--- config.mk ---
export PLATFORM = sky130hd
export DESIGN_NAME = rabin_encrypt_decrypt
export DESIGN_NICKNAME = d
export VERILOG_FILES = /design/src/rabin_pkg.sv /design/src/rabin_alu.sv /design/src/rabin_core.sv /design/src/rabin_encrypt_decrypt.sv
export SDC_FILE = /design/constraint.sdc
export NUM_CORES = 2
export LEC_CHECK = 0
export ABC_AREA = 0
export BUFFER_PORTS_ARGS = -buffer_cell sky130_fd_sc_hd__buf_4
export CAP_MARGIN = 5
export CORE_MARGIN = 3
export CORE_UTILIZATION = 57
export CTS_CLUSTER_SIZE = 20
export DETAILED_ROUTE_END_ITERATION = 10
export GPL_ROUTABILITY_DRIVEN = 0
export PLACE_DENSITY_LB_ADDON = 0.15
export SYNTH_ARGS = -nofsm -noshare
export SYNTH_HDL_FRONTEND = slang
export SYNTH_SLANG_ARGS = --single-unit
--- constraint.sdc ---
create_clock -name clk -period 9.6 [get_ports clk]
set_clock_uncertainty 0.2 [all_clocks]
set_input_delay 0.48 -clock clk [delete_from_list [all_inputs] [get_ports clk]]
set_output_delay 0.48 -clock clk [all_outputs]
set_load 0.02 [all_outputs]
--- src/rabin_pkg.sv ---
// rabin_pkg: shared types, codes and constants for the offset Rabin cipher block.
// No dependencies; used by rabin_alu, rabin_core and rabin_encrypt_decrypt.
`timescale 1ns / 1ps

package rabin_pkg;

  localparam int VALUE_W   = 24;
  localparam int CFG_IDX_W = 2;

  // register indexes on the configuration port
  localparam logic [CFG_IDX_W-1:0] CFG_PRIME_P  = 2'd0;
  localparam logic [CFG_IDX_W-1:0] CFG_PRIME_Q  = 2'd1;
  localparam logic [CFG_IDX_W-1:0] CFG_OFFSET_B = 2'd2;

  localparam int PRIME_P_RST  = 3;
  localparam int PRIME_Q_RST  = 7;
  localparam int OFFSET_B_RST = 0;

  localparam logic CMD_ENCRYPT = 1'b0;

  typedef struct packed {
    logic               command;
    logic [VALUE_W-1:0] value;
  } in_word_t;

  typedef struct packed {
    logic [VALUE_W-1:0] first_out;
    logic [VALUE_W-1:0] second_out;
    logic [VALUE_W-1:0] third_out;
    logic [VALUE_W-1:0] fourth_out;
  } out_word_t;

  typedef struct packed {
    logic busy;
    logic done;
  } core_stat_t;

  typedef enum logic {
    ALU_ADD,
    ALU_SUB
  } alu_op_t;

  typedef enum logic [2:0] {
    PH_IDLE,
    PH_MUL_DBL,
    PH_MUL_ADD,
    PH_ALU,
    PH_RT_A,
    PH_RT_B,
    PH_CRT,
    PH_DONE
  } phase_t;

  typedef enum logic [4:0] {
    ST_N, ST_BM, ST_VM, ST_ENC_W, ST_ENC_C,
    ST_INV2, ST_INV4, ST_BB, ST_U, ST_T,
    ST_TP, ST_RP, ST_TQ, ST_RQ, ST_AQ, ST_PQ,
    ST_C1, ST_K1, ST_X1, ST_C2, ST_K2, ST_X2,
    ST_H, ST_O0, ST_O1, ST_W2, ST_O2, ST_W3, ST_O3
  } step_t;

endpackage

--- src/rabin_alu.sv ---
// rabin_alu: the shared modular add / subtract unit.
// Depends on rabin_pkg (alu_op_t). Operands must lie in [0, m].
`timescale 1ns / 1ps

module rabin_alu #(
  parameter int W = 25
) (
  input  rabin_pkg::alu_op_t op,
  input  logic [W-1:0]       a,
  input  logic [W-1:0]       b,
  input  logic [W-1:0]       m,
  output logic [W-1:0]       y
);

  logic [W:0] sum;
  logic [W:0] dif;

  always_comb begin
    sum = {1'b0, a} + {1'b0, b};
    dif = {1'b0, a} - {1'b0, b};
    unique case (op)
      rabin_pkg::ALU_ADD: y = (sum >= {1'b0, m}) ? W'(sum - {1'b0, m}) : sum[W-1:0];
      rabin_pkg::ALU_SUB: y = (a >= b) ? dif[W-1:0] : W'(dif + {1'b0, m});
      default:            y = '0;
    endcase
  end

endmodule

--- src/rabin_core.sv ---
// rabin_core: sequencer and working registers; runs every step on one rabin_alu.
// Depends on rabin_pkg and rabin_alu.
`timescale 1ns / 1ps

module rabin_core #(
  parameter int PRIME_BITS = 12
) (
  input  logic                               clk,
  input  logic                               rst_n,
  input  logic                               start,
  input  rabin_pkg::in_word_t                in_word,
  input  logic [PRIME_BITS-1:0]              prime_p,
  input  logic [PRIME_BITS-1:0]              prime_q,
  input  logic [rabin_pkg::VALUE_W-1:0]      offset_b,
  output rabin_pkg::core_stat_t              stat,
  output rabin_pkg::out_word_t               result
);

  localparam int PB   = PRIME_BITS;
  localparam int NW   = 2 * PRIME_BITS;
  localparam int W    = NW + 1;
  localparam int YW   = (NW > rabin_pkg::VALUE_W) ? NW : rabin_pkg::VALUE_W;
  localparam int BC_W = $clog2(YW);
  localparam logic [W-1:0] MAX = '1;

  rabin_pkg::phase_t phase_r, phase_nxt;
  rabin_pkg::step_t  step_r, step_nxt;

  logic                          cmd_r, cmd_nxt;
  logic [rabin_pkg::VALUE_W-1:0] v_r, v_nxt;
  logic [W-1:0] n_r, n_nxt, bm_r, bm_nxt, vm_r, vm_nxt, inv2_r, inv2_nxt;
  logic [W-1:0] tmp_r, tmp_nxt, t_r, t_nxt, h_r, h_nxt;
  logic [W-1:0] s1_r, s1_nxt, s2_r, s2_nxt, acc_r, acc_nxt;
  logic [W-1:0] o0_r, o0_nxt, o1_r, o1_nxt, o2_r, o2_nxt, o3_r, o3_nxt;
  logic [PB-1:0] tgt_r, tgt_nxt, p1_r, p1_nxt, q1_r, q1_nxt, q2_r, q2_nxt;
  logic [PB-1:0] aq_r, aq_nxt, pq_r, pq_nxt;
  logic [PB-1:0] i_r, i_nxt, sq_r, sq_nxt, xr_r, xr_nxt, k_r, k_nxt;
  logic          found_r, found_nxt;
  logic [BC_W-1:0] bcnt_r, bcnt_nxt;

  // operand selection
  logic [W-1:0]  mx, mm, one_n, one_p, one_q, msrch;
  logic [YW-1:0] my;
  logic [PB-1:0] msrch_pb, crt_b, q1_new, q2_new;
  logic [PB:0]   i_inc;
  logic          hit, last_i, found_new, fin, launch;
  rabin_pkg::step_t   launch_step;
  rabin_pkg::alu_op_t uop;
  logic [W-1:0]  ua, ub, um, uy;

  assign one_n    = (n_r == W'(1)) ? '0 : W'(1);
  assign one_p    = (prime_p == PB'(1)) ? '0 : W'(1);
  assign one_q    = (prime_q == PB'(1)) ? '0 : W'(1);
  assign msrch_pb = (step_r == rabin_pkg::ST_RP) ? prime_p : prime_q;
  assign msrch    = W'(msrch_pb);
  assign i_inc    = {1'b0, i_r} + 1'b1;
  assign hit      = (sq_r == tgt_r);
  assign last_i   = (i_r == msrch_pb - 1'b1);
  assign crt_b    = (step_r == rabin_pkg::ST_C1) ? q1_r : q2_r;

  rabin_alu #(.W(W)) u_alu (
    .op (uop),
    .a  (ua),
    .b  (ub),
    .m  (um),
    .y  (uy)
  );

  // multiplicand, multiplier and modulus of the running product
  always_comb begin : mul_opnd
    mx = '0;
    my = '0;
    mm = n_r;
    unique case (step_r)
      rabin_pkg::ST_N:     begin mx = W'(prime_p); my = YW'(prime_q); mm = MAX; end
      rabin_pkg::ST_BM:    begin mx = one_n; my = YW'(offset_b); end
      rabin_pkg::ST_VM:    begin mx = one_n; my = YW'(v_r); end
      rabin_pkg::ST_ENC_C: begin mx = vm_r; my = YW'(tmp_r); end
      rabin_pkg::ST_INV4:  begin mx = inv2_r; my = YW'(inv2_r); end
      rabin_pkg::ST_BB:    begin mx = bm_r; my = YW'(bm_r); end
      rabin_pkg::ST_U:     begin mx = tmp_r; my = YW'(t_r); end
      rabin_pkg::ST_TP:    begin mx = one_p; my = YW'(t_r); mm = W'(prime_p); end
      rabin_pkg::ST_TQ:    begin mx = one_q; my = YW'(t_r); mm = W'(prime_q); end
      rabin_pkg::ST_AQ:    begin mx = one_q; my = YW'(p1_r); mm = W'(prime_q); end
      rabin_pkg::ST_PQ:    begin mx = one_q; my = YW'(prime_p); mm = W'(prime_q); end
      rabin_pkg::ST_K1,
      rabin_pkg::ST_K2:    begin mx = W'(prime_p); my = YW'(k_r); mm = MAX; end
      rabin_pkg::ST_H:     begin mx = bm_r; my = YW'(inv2_r); end
      default: ;
    endcase
  end

  // shared unit inputs
  always_comb begin : unit_sel
    uop = rabin_pkg::ALU_ADD;
    ua  = '0;
    ub  = '0;
    um  = MAX;
    unique case (phase_r)
      rabin_pkg::PH_MUL_DBL: begin ua = acc_r; ub = acc_r; um = mm; end
      rabin_pkg::PH_MUL_ADD: begin
        ua = acc_r;
        ub = my[bcnt_r] ? mx : '0;
        um = mm;
      end
      rabin_pkg::PH_ALU: begin
        um = n_r;
        unique case (step_r)
          rabin_pkg::ST_ENC_W: begin ua = vm_r; ub = bm_r; end
          rabin_pkg::ST_INV2:  begin ua = {1'b0, n_r[W-1:1]}; ub = W'(1); end
          rabin_pkg::ST_T:     begin ua = tmp_r; ub = vm_r; end
          rabin_pkg::ST_X1,
          rabin_pkg::ST_X2:    begin ua = tmp_r; ub = W'(p1_r); um = MAX; end
          rabin_pkg::ST_O0:    begin uop = rabin_pkg::ALU_SUB; ua = s1_r; ub = h_r; end
          rabin_pkg::ST_O1:    begin uop = rabin_pkg::ALU_SUB; ua = s2_r; ub = h_r; end
          rabin_pkg::ST_W2:    begin uop = rabin_pkg::ALU_SUB; ua = n_r; ub = s1_r; end
          rabin_pkg::ST_W3:    begin uop = rabin_pkg::ALU_SUB; ua = n_r; ub = s2_r; end
          rabin_pkg::ST_O2,
          rabin_pkg::ST_O3:    begin uop = rabin_pkg::ALU_SUB; ua = tmp_r; ub = h_r; end
          default: ;
        endcase
      end
      rabin_pkg::PH_RT_A: begin ua = W'(sq_r); ub = W'(i_r); um = msrch; end
      rabin_pkg::PH_RT_B: begin ua = W'(sq_r); ub = W'(i_inc); um = msrch; end
      rabin_pkg::PH_CRT:  begin ua = W'(xr_r); ub = W'(pq_r); um = W'(prime_q); end
      default: ;
    endcase
  end

  always_comb begin : ctrl
    phase_nxt = phase_r;   step_nxt = step_r;
    cmd_nxt = cmd_r;       v_nxt = v_r;
    n_nxt = n_r;           bm_nxt = bm_r;       vm_nxt = vm_r;     inv2_nxt = inv2_r;
    tmp_nxt = tmp_r;       t_nxt = t_r;         h_nxt = h_r;
    s1_nxt = s1_r;         s2_nxt = s2_r;       acc_nxt = acc_r;
    o0_nxt = o0_r;         o1_nxt = o1_r;       o2_nxt = o2_r;     o3_nxt = o3_r;
    tgt_nxt = tgt_r;       p1_nxt = p1_r;       q1_nxt = q1_r;     q2_nxt = q2_r;
    aq_nxt = aq_r;         pq_nxt = pq_r;
    i_nxt = i_r;           sq_nxt = sq_r;       xr_nxt = xr_r;     k_nxt = k_r;
    found_nxt = found_r;   bcnt_nxt = bcnt_r;
    q1_new = q1_r;         q2_new = q2_r;       found_new = found_r;
    fin = 1'b0;
    launch = 1'b0;
    launch_step = step_r;

    unique case (phase_r)
      rabin_pkg::PH_IDLE: begin
        if (start) begin
          cmd_nxt = in_word.command;
          v_nxt   = in_word.value;
          if (prime_p == '0 || prime_q == '0) begin
            // zero modulus: all fields zero
            o0_nxt = '0; o1_nxt = '0; o2_nxt = '0; o3_nxt = '0;
            phase_nxt = rabin_pkg::PH_DONE;
          end else begin
            launch = 1'b1;
            launch_step = rabin_pkg::ST_N;
          end
        end
      end
      rabin_pkg::PH_MUL_DBL: begin
        acc_nxt = uy;
        phase_nxt = rabin_pkg::PH_MUL_ADD;
      end
      rabin_pkg::PH_MUL_ADD: begin
        acc_nxt = uy;
        if (bcnt_r == '0) begin
          fin = 1'b1;
        end else begin
          bcnt_nxt = bcnt_r - 1'b1;
          phase_nxt = rabin_pkg::PH_MUL_DBL;
        end
      end
      rabin_pkg::PH_ALU: fin = 1'b1;
      rabin_pkg::PH_RT_A: begin
        if (step_r == rabin_pkg::ST_RP) begin
          // only the first root mod p is needed
          if (hit || last_i) begin
            if (hit) p1_nxt = i_r;
            launch = 1'b1;
            launch_step = rabin_pkg::ST_TQ;
          end else begin
            sq_nxt = uy[PB-1:0];
            phase_nxt = rabin_pkg::PH_RT_B;
          end
        end else begin
          if (hit) begin
            if (!found_r) begin
              q1_new = i_r;
              found_new = 1'b1;
            end else begin
              q2_new = i_r;
            end
          end
          q1_nxt = q1_new;
          q2_nxt = q2_new;
          found_nxt = found_new;
          if (last_i) begin
            // single root: last equals first
            if (q2_new == '0) q2_nxt = q1_new;
            launch = 1'b1;
            launch_step = rabin_pkg::ST_AQ;
          end else begin
            sq_nxt = uy[PB-1:0];
            phase_nxt = rabin_pkg::PH_RT_B;
          end
        end
      end
      rabin_pkg::PH_RT_B: begin
        sq_nxt = uy[PB-1:0];
        i_nxt = i_r + 1'b1;
        phase_nxt = rabin_pkg::PH_RT_A;
      end
      rabin_pkg::PH_CRT: begin
        launch = 1'b1;
        if (xr_r == crt_b) begin
          launch_step = (step_r == rabin_pkg::ST_C1) ? rabin_pkg::ST_K1 : rabin_pkg::ST_K2;
        end else if (k_r == prime_q - 1'b1) begin
          // no joint solution
          if (step_r == rabin_pkg::ST_C1) begin
            s1_nxt = '0;
            launch_step = rabin_pkg::ST_C2;
          end else begin
            s2_nxt = '0;
            launch_step = rabin_pkg::ST_H;
          end
        end else begin
          launch = 1'b0;
          xr_nxt = uy[PB-1:0];
          k_nxt = k_r + 1'b1;
        end
      end
      rabin_pkg::PH_DONE: phase_nxt = rabin_pkg::PH_IDLE;
      default: phase_nxt = rabin_pkg::PH_IDLE;
    endcase

    // write back the finished step and pick the next
    if (fin) begin
      launch = 1'b1;
      unique case (step_r)
        rabin_pkg::ST_N:     begin n_nxt = uy; launch_step = rabin_pkg::ST_BM; end
        rabin_pkg::ST_BM:    begin bm_nxt = uy; launch_step = rabin_pkg::ST_VM; end
        rabin_pkg::ST_VM: begin
          vm_nxt = uy;
          launch_step = (cmd_r == rabin_pkg::CMD_ENCRYPT) ? rabin_pkg::ST_ENC_W
                                                          : rabin_pkg::ST_INV2;
        end
        rabin_pkg::ST_ENC_W: begin tmp_nxt = uy; launch_step = rabin_pkg::ST_ENC_C; end
        rabin_pkg::ST_ENC_C: begin
          o0_nxt = uy; o1_nxt = '0; o2_nxt = '0; o3_nxt = '0;
          launch = 1'b0;
          phase_nxt = rabin_pkg::PH_DONE;
        end
        rabin_pkg::ST_INV2: begin
          // inverse of 2 exists only for odd n above 1
          inv2_nxt = (n_r[0] && n_r != W'(1)) ? uy : '0;
          launch_step = rabin_pkg::ST_INV4;
        end
        rabin_pkg::ST_INV4:  begin t_nxt = uy; launch_step = rabin_pkg::ST_BB; end
        rabin_pkg::ST_BB:    begin tmp_nxt = uy; launch_step = rabin_pkg::ST_U; end
        rabin_pkg::ST_U:     begin tmp_nxt = uy; launch_step = rabin_pkg::ST_T; end
        rabin_pkg::ST_T:     begin t_nxt = uy; launch_step = rabin_pkg::ST_TP; end
        rabin_pkg::ST_TP:    begin tgt_nxt = uy[PB-1:0]; launch_step = rabin_pkg::ST_RP; end
        rabin_pkg::ST_TQ:    begin tgt_nxt = uy[PB-1:0]; launch_step = rabin_pkg::ST_RQ; end
        rabin_pkg::ST_AQ:    begin aq_nxt = uy[PB-1:0]; launch_step = rabin_pkg::ST_PQ; end
        rabin_pkg::ST_PQ:    begin pq_nxt = uy[PB-1:0]; launch_step = rabin_pkg::ST_C1; end
        rabin_pkg::ST_K1:    begin tmp_nxt = uy; launch_step = rabin_pkg::ST_X1; end
        rabin_pkg::ST_X1:    begin s1_nxt = uy; launch_step = rabin_pkg::ST_C2; end
        rabin_pkg::ST_K2:    begin tmp_nxt = uy; launch_step = rabin_pkg::ST_X2; end
        rabin_pkg::ST_X2:    begin s2_nxt = uy; launch_step = rabin_pkg::ST_H; end
        rabin_pkg::ST_H:     begin h_nxt = uy; launch_step = rabin_pkg::ST_O0; end
        rabin_pkg::ST_O0:    begin o0_nxt = uy; launch_step = rabin_pkg::ST_O1; end
        rabin_pkg::ST_O1:    begin o1_nxt = uy; launch_step = rabin_pkg::ST_W2; end
        rabin_pkg::ST_W2:    begin tmp_nxt = uy; launch_step = rabin_pkg::ST_O2; end
        rabin_pkg::ST_O2:    begin o2_nxt = uy; launch_step = rabin_pkg::ST_W3; end
        rabin_pkg::ST_W3:    begin tmp_nxt = uy; launch_step = rabin_pkg::ST_O3; end
        rabin_pkg::ST_O3: begin
          o3_nxt = uy;
          launch = 1'b0;
          phase_nxt = rabin_pkg::PH_DONE;
        end
        default: launch = 1'b0;
      endcase
    end

    // set up the next step
    if (launch) begin
      step_nxt = launch_step;
      unique case (launch_step)
        rabin_pkg::ST_RP,
        rabin_pkg::ST_RQ: begin
          phase_nxt = rabin_pkg::PH_RT_A;
          i_nxt = '0;
          sq_nxt = '0;
          found_nxt = 1'b0;
          if (launch_step == rabin_pkg::ST_RP) begin
            p1_nxt = '0;
          end else begin
            q1_nxt = '0;
            q2_nxt = '0;
          end
        end
        rabin_pkg::ST_C1,
        rabin_pkg::ST_C2: begin
          phase_nxt = rabin_pkg::PH_CRT;
          xr_nxt = aq_r;
          k_nxt = '0;
        end
        rabin_pkg::ST_ENC_W, rabin_pkg::ST_INV2, rabin_pkg::ST_T,
        rabin_pkg::ST_X1, rabin_pkg::ST_X2, rabin_pkg::ST_O0, rabin_pkg::ST_O1,
        rabin_pkg::ST_W2, rabin_pkg::ST_O2, rabin_pkg::ST_W3, rabin_pkg::ST_O3: begin
          phase_nxt = rabin_pkg::PH_ALU;
        end
        default: begin
          phase_nxt = rabin_pkg::PH_MUL_DBL;
          acc_nxt = '0;
          bcnt_nxt = BC_W'(YW - 1);
        end
      endcase
    end
  end

  always_ff @(posedge clk) begin
    if (!rst_n) begin
      phase_r <= rabin_pkg::PH_IDLE;
      step_r  <= rabin_pkg::ST_N;
    end else begin
      phase_r <= phase_nxt;
      step_r  <= step_nxt;
    end
  end

  always_ff @(posedge clk) begin
    cmd_r <= cmd_nxt;   v_r <= v_nxt;
    n_r <= n_nxt;       bm_r <= bm_nxt;     vm_r <= vm_nxt;   inv2_r <= inv2_nxt;
    tmp_r <= tmp_nxt;   t_r <= t_nxt;       h_r <= h_nxt;
    s1_r <= s1_nxt;     s2_r <= s2_nxt;     acc_r <= acc_nxt;
    o0_r <= o0_nxt;     o1_r <= o1_nxt;     o2_r <= o2_nxt;   o3_r <= o3_nxt;
    tgt_r <= tgt_nxt;   p1_r <= p1_nxt;     q1_r <= q1_nxt;   q2_r <= q2_nxt;
    aq_r <= aq_nxt;     pq_r <= pq_nxt;
    i_r <= i_nxt;       sq_r <= sq_nxt;     xr_r <= xr_nxt;   k_r <= k_nxt;
    found_r <= found_nxt;
    bcnt_r <= bcnt_nxt;
  end

  assign stat.busy = (phase_r != rabin_pkg::PH_IDLE);
  assign stat.done = (phase_r == rabin_pkg::PH_DONE);

  assign result.first_out  = rabin_pkg::VALUE_W'(o0_r);
  assign result.second_out = rabin_pkg::VALUE_W'(o1_r);
  assign result.third_out  = rabin_pkg::VALUE_W'(o2_r);
  assign result.fourth_out = rabin_pkg::VALUE_W'(o3_r);

endmodule

--- src/rabin_encrypt_decrypt.sv ---
// rabin_encrypt_decrypt: top level of the offset Rabin cipher (encrypt / decrypt).
// Depends on rabin_pkg and rabin_core (which holds rabin_alu).
//
//   channel  | ports                          | handshake
//   ---------+--------------------------------+------------------------------------
//   input    | start, busy, in_data           | word taken when start && !busy
//   result   | out_strobe, out_data           | one-cycle strobe, cannot be held off
//   config   | cfg_we, cfg_index, cfg_wdata   | written on any edge with cfg_we
//
// All arithmetic runs on one modular add/sub unit. A modular product walks the
// multiplier MSB first, with a double step and an add step per bit, over
// YW = max(24, 2*PRIME_BITS) bits. Decrypt also runs square-root scans over the
// candidate roots and CRT scans modulo q. Zero prime: the core skips all
// arithmetic and goes straight to its done state, which the result register
// turns into the strobe.
// Reset (rst_n low, synchronous) idles the sequencer and loads p = 3, q = 7, b = 0.
// busy is high from the word after acceptance until the result is out; a new word
// may be given in the cycle the strobe is shown.
`timescale 1ns / 1ps

module rabin_encrypt_decrypt #(
  parameter int PRIME_BITS = 12
) (
  input  logic                                clk,
  input  logic                                rst_n,
  input  logic                                start,
  output logic                                busy,
  input  rabin_pkg::in_word_t                 in_data,
  output logic                                out_strobe,
  output rabin_pkg::out_word_t                out_data,
  input  logic                                cfg_we,
  input  logic [rabin_pkg::CFG_IDX_W-1:0]     cfg_index,
  input  logic [((PRIME_BITS > rabin_pkg::VALUE_W) ? PRIME_BITS
                                                   : rabin_pkg::VALUE_W)-1:0] cfg_wdata
);

  logic [PRIME_BITS-1:0]         prime_p_r;
  logic [PRIME_BITS-1:0]         prime_q_r;
  logic [rabin_pkg::VALUE_W-1:0] offset_b_r;

  rabin_pkg::core_stat_t stat;
  rabin_pkg::out_word_t  result;
  logic                  out_strobe_r;
  rabin_pkg::out_word_t  out_data_r;

  // config registers; write them only while idle, a rule on the user that the block leaves unchecked
  always_ff @(posedge clk) begin
    if (!rst_n) begin
      prime_p_r  <= PRIME_BITS'(rabin_pkg::PRIME_P_RST);
      prime_q_r  <= PRIME_BITS'(rabin_pkg::PRIME_Q_RST);
      offset_b_r <= rabin_pkg::VALUE_W'(rabin_pkg::OFFSET_B_RST);
    end else if (cfg_we) begin
      unique case (cfg_index)
        rabin_pkg::CFG_PRIME_P:  prime_p_r  <= cfg_wdata[PRIME_BITS-1:0];
        rabin_pkg::CFG_PRIME_Q:  prime_q_r  <= cfg_wdata[PRIME_BITS-1:0];
        rabin_pkg::CFG_OFFSET_B: offset_b_r <= cfg_wdata[rabin_pkg::VALUE_W-1:0];
        default: ;
      endcase
    end
  end

  rabin_core #(.PRIME_BITS(PRIME_BITS)) u_core (
    .clk      (clk),
    .rst_n    (rst_n),
    .start    (start),
    .in_word  (in_data),
    .prime_p  (prime_p_r),
    .prime_q  (prime_q_r),
    .offset_b (offset_b_r),
    .stat     (stat),
    .result   (result)
  );

  // result register: frees the core as soon as the word is out
  always_ff @(posedge clk) begin
    if (!rst_n) begin
      out_strobe_r <= 1'b0;
    end else begin
      out_strobe_r <= stat.done;
    end
  end

  always_ff @(posedge clk) begin
    if (stat.done) begin
      out_data_r <= result;
    end
  end

  assign busy       = stat.busy;
  assign out_strobe = out_strobe_r;
  assign out_data   = out_data_r;

  // a taken word keeps the block busy
  a_busy_after_start: assert property (@(posedge clk) disable iff (!rst_n)
    (start && !busy) |=> busy)
    else $error("busy low after a word was taken");

  // one result per word
  a_strobe_single: assert property (@(posedge clk) disable iff (!rst_n)
    out_strobe |=> !out_strobe)
    else $error("result strobe held for two cycles");

  // a result only follows work in progress
  a_strobe_after_busy: assert property (@(posedge clk) disable iff (!rst_n)
    out_strobe |-> $past(busy))
    else $error("result strobe without preceding work");

endmodule
==> results.py <==
metrics = {
    "critical_path": {
        "critPathMostFrequentCell": "nand2_1",
        "required_ns": 9.91,
        "crit_fanout": 15,
        "critPathMaxStageDelay_ns": 0.54,
        "cp-end-kind": "flip-flop",
        "startpoint_type": "flip-flop",
        "critPathArrivalTime_ns": 9.54,
        "crit_path_top_delay_cell": "dfxtp_1",
        "path_class": "flip-flop to flip-flop",
    },
    "timing": {
        "timing.slew.headroom": 0.04998,
        "rsz0062_at_grt": "no",
        "drv_slew": 0,
        "hold_viol_final": 0,
        "post-route-period-util": 0.9616,
        "setup_viol": 0,
        "max_freq_mhz": 108.3,
        "timing.setup.tns_ns": 0,
        "period_needed_ns": 9.232,
        "tightestPinTransition_ns": 1.412,
    },
    "global_route": {
        "overflow": 0,
        "antenna_found_initial": 6,
        "grt_usage": 0.3987,
        "grt_pass1_wl_um": 196400,
        "grt_max_degree": 76,
        "grt_pass1_vias": 30970,
    },
    "detailed_routing": {
        "wl_met1_um": 48710,
        "dr.pass1.iters": 11,
        "ant_nets": 0,
        "wirelength_um": 132300,
        "met2_wirelength_um": 55850,
        "vias": 33110,
        "dr.max_layer_used": "met5",
        "wl_per_cell_um": 28.27,
        "drt_iter0_drc": 5604,
        "drc": 17,
        "viasPerCell": 7.077,
        "route.met3.wl_um": 19420,
    },
    "clocking": {
        "cts.clk_slew.worst_paths_ns": 0.07,
        "h-tree-depth": 3,
        "clock_tree.root_cell": "clkbuf_16",
        "insertion_delay_ns": 0.64,
        "cts_buffers": 68,
        "clk_path_buf_depth": 3,
        "cts_tree": "built",
        "cts.sinks": 649,
    },
    "cells_and_area": {
        "final_cells": 4678,
        "area_growth_pct": 14.77,
        "drive_gt1_frac": 0.1382,
        "nNetsFinal": 4003,
        "final_util": 0.6653,
        "mostFrequentLayoutCell": "nand2_1",
        "design_area_um2": 40460,
        "layout_common_cells": "nand2_1 (405), edfxtp_1 (331), dfxtp_1 (316), buf_4 (290), a21oi_1 (277)",
    },
    "synth": {
        "yosys-top-cells-area": "edfxtp_1 (28%), dfxtp_1 (18%), nand2_1 (4.3%)",
        "yosys_register_bits": 649,
        "synth_cell_types": 105,
        "netlist.area_leader.share": 0.2820,
        "synth_edf_count": 331,
        "synth-seq-area-share": 0.4626,
        "ys_warn_count": 0,
        "syn_area_per_cell_um2": 9.522,
        "async_flop_share": 0,
        "synth_area_um2": 35250,
        "dominantRegCellSynth": "edfxtp_1",
        "syn-instance-count": 3702,
        "yosysTopAreaCell": "edfxtp_1",
        "syn_nets": 3868,
    },
    "floorplan": {
        "dieHeight_um": 254.7,
        "die_area_um2": 64860,
        "io_pins": 153,
        "num_rows": 90,
        "die_w_um": 254.7,
        "core_area_um2": 60810,
        "start_util": 0.5797,
    },
    "placement": {
        "portBuffers": 152,
        "place_area_um2": 37440,
        "hpwl_um": 92830,
        "dp.cells": 4495,
    },
    "worst_hold_path": {
        "min_path_type": "input port to flip-flop",
    },
    "power_and_ir_drop": {
        "power.density_nw_per_um2": 357.4,
        "p_leak_nw": 15.55,
        "peakVddDrop_mv": 0.5034,
    },
    "job": {
        "cap_violations": 0,
    },
    "run_status": {
        "failed_checks": "design-rule violations",
        "status": "complete, but fails checks",
    },
}
## routing by layer
layer,vias to the layer above,global-route usage
li1,14060,-
met1,15750,0.5256
met2,2720,0.5858
met3,566,0.1354
met4,10,0.2023
met5,-,0
## where the power goes
group	switching, mW	internal, mW
Combinational	4.97	2.99
Clock	1.19	1.61
Sequential	0.375	3.33
Total	6.54	7.92
## kinds of logic after synthesis
kind of cell | count (synthesis) | synth area share
fa+ha+maj | 111 | 0.04025
flops | 649 | 0.4626
compound gates | 1163 | 0.2302
simple gates | 1115 | 0.1501
xor+xnor | 155 | 0.03894
buf+inv | 400 | 0.04607
mux | 109 | 0.03187
## metrics by stage
stage | worst slack (ns) | total power, mW | hold slack (ns)
after floorplan | 0.7282 | 9.188 | 0.2081
after detailed placement | 0.1895 | 11.29 | 0.2166
final | 0.3683 | 14.46 | 0.1519
after global placement | 0.3677 | 11.09 | 0.2126
after global routing | 0.01839 | 15.20 | 0.1694
after CTS | 0.1539 | 14.12 | 0.1385
## area by class of cell
cell class | instances | area [um2]
Clock inverter | 33 | 480.5
Sequential cell | 649 | 16310
Fill cell | 4698 | 20350
Antenna cell | 3 | 7.507
Timing Repair Buffer | 345 | 2750
Clock buffer | 93 | 1897
Multi-Input combinational cell | 2653 | 17590
Inverter | 120 | 450.4
Tap cell | 782 | 978.4
## registers in the layout, indices dropped and copies added (netlist names), 25 cells and up
| name | count |
|---|---|
| u_core.s2_r | 25 |
| u_core.tmp_r | 25 |
| u_core.s1_r | 25 |
| u_core.acc_r | 25 |
| out_data | 96 |
| u_core.bm_r | 25 |
| u_core.h_r | 25 |
| u_core.inv2_r | 25 |
| u_core.n_r | 25 |
| u_core.vm_r | 25 |
## path summary, 6_finish.rpt
path	from	end	slack [ns]	depth (start not counted)
worst max-delay path	u_core.step_r[2]$_SDFFE_PN0N_	u_core.inv2_r[8]$_SDFFCE_PN0P_	0.37	38
worst min-delay path	cfg_index[0]	prime_p_r[6]$_SDFFE_PN0P_	0.15	5
worst max register to register	u_core.step_r[2]$_SDFFE_PN0N_	u_core.inv2_r[8]$_SDFFCE_PN0P_	0.37	38
worst min register to register	u_core.o3_r[23]$_DFF_P_	out_data[23]$_DFFE_PP_	0.23	0
## critical path, delay by kind of cell, from the launching register on
kind | cells | cell delay [ns]
AO/OA/AOI/OAI | 17 | 4.03
XOR/XNOR | 1 | 0.23
adder cells (fa/ha/maj) | 3 | 1.04
buffers and inverters | 3 | 0.81
flip-flops | 1 | 0.54
multiplexers | 1 | 0.15
AND/OR/NAND/NOR | 13 | 2.05
## synthesized netlist by cell type (13+ instances only)
cell / number
nand2b_1: 35
buf_1: 19
xor2_1: 58
a22oi_1: 139
o221ai_1: 13
ha_1: 107
nor2b_1: 49
nor3_1: 68
buf_2: 34
dfxtp_1: 318
or3_1: 15
a31oi_1: 24
and2_1: 33
o211ai_1: 25
a21oi_1: 285
o21a_1: 16
a221oi_1: 78
a211oi_1: 40
edfxtp_1: 331
a22o_1: 128
o21ai_0: 162
inv_1: 117
nor4_1: 27
a21o_1: 42
xnor2_1: 96
a222oi_1: 40
nand2_1: 405
nand3_1: 69
o22ai_1: 33
clkbuf_1: 212
or2_2: 14
o21bai_1: 16
and3_1: 28
nor2_1: 277
nand4_1: 36
mux2_2: 25
mux2i_1: 83
## timing repair
item	4_1_cts	5_1_grt
endpoints found under the setup margin	0	397
setup buffers	0	2
hold buffers	51	0
endpoints found under the hold margin	76	0
gates resized for setup	0	16
Power figures use the tool's default switching activity.
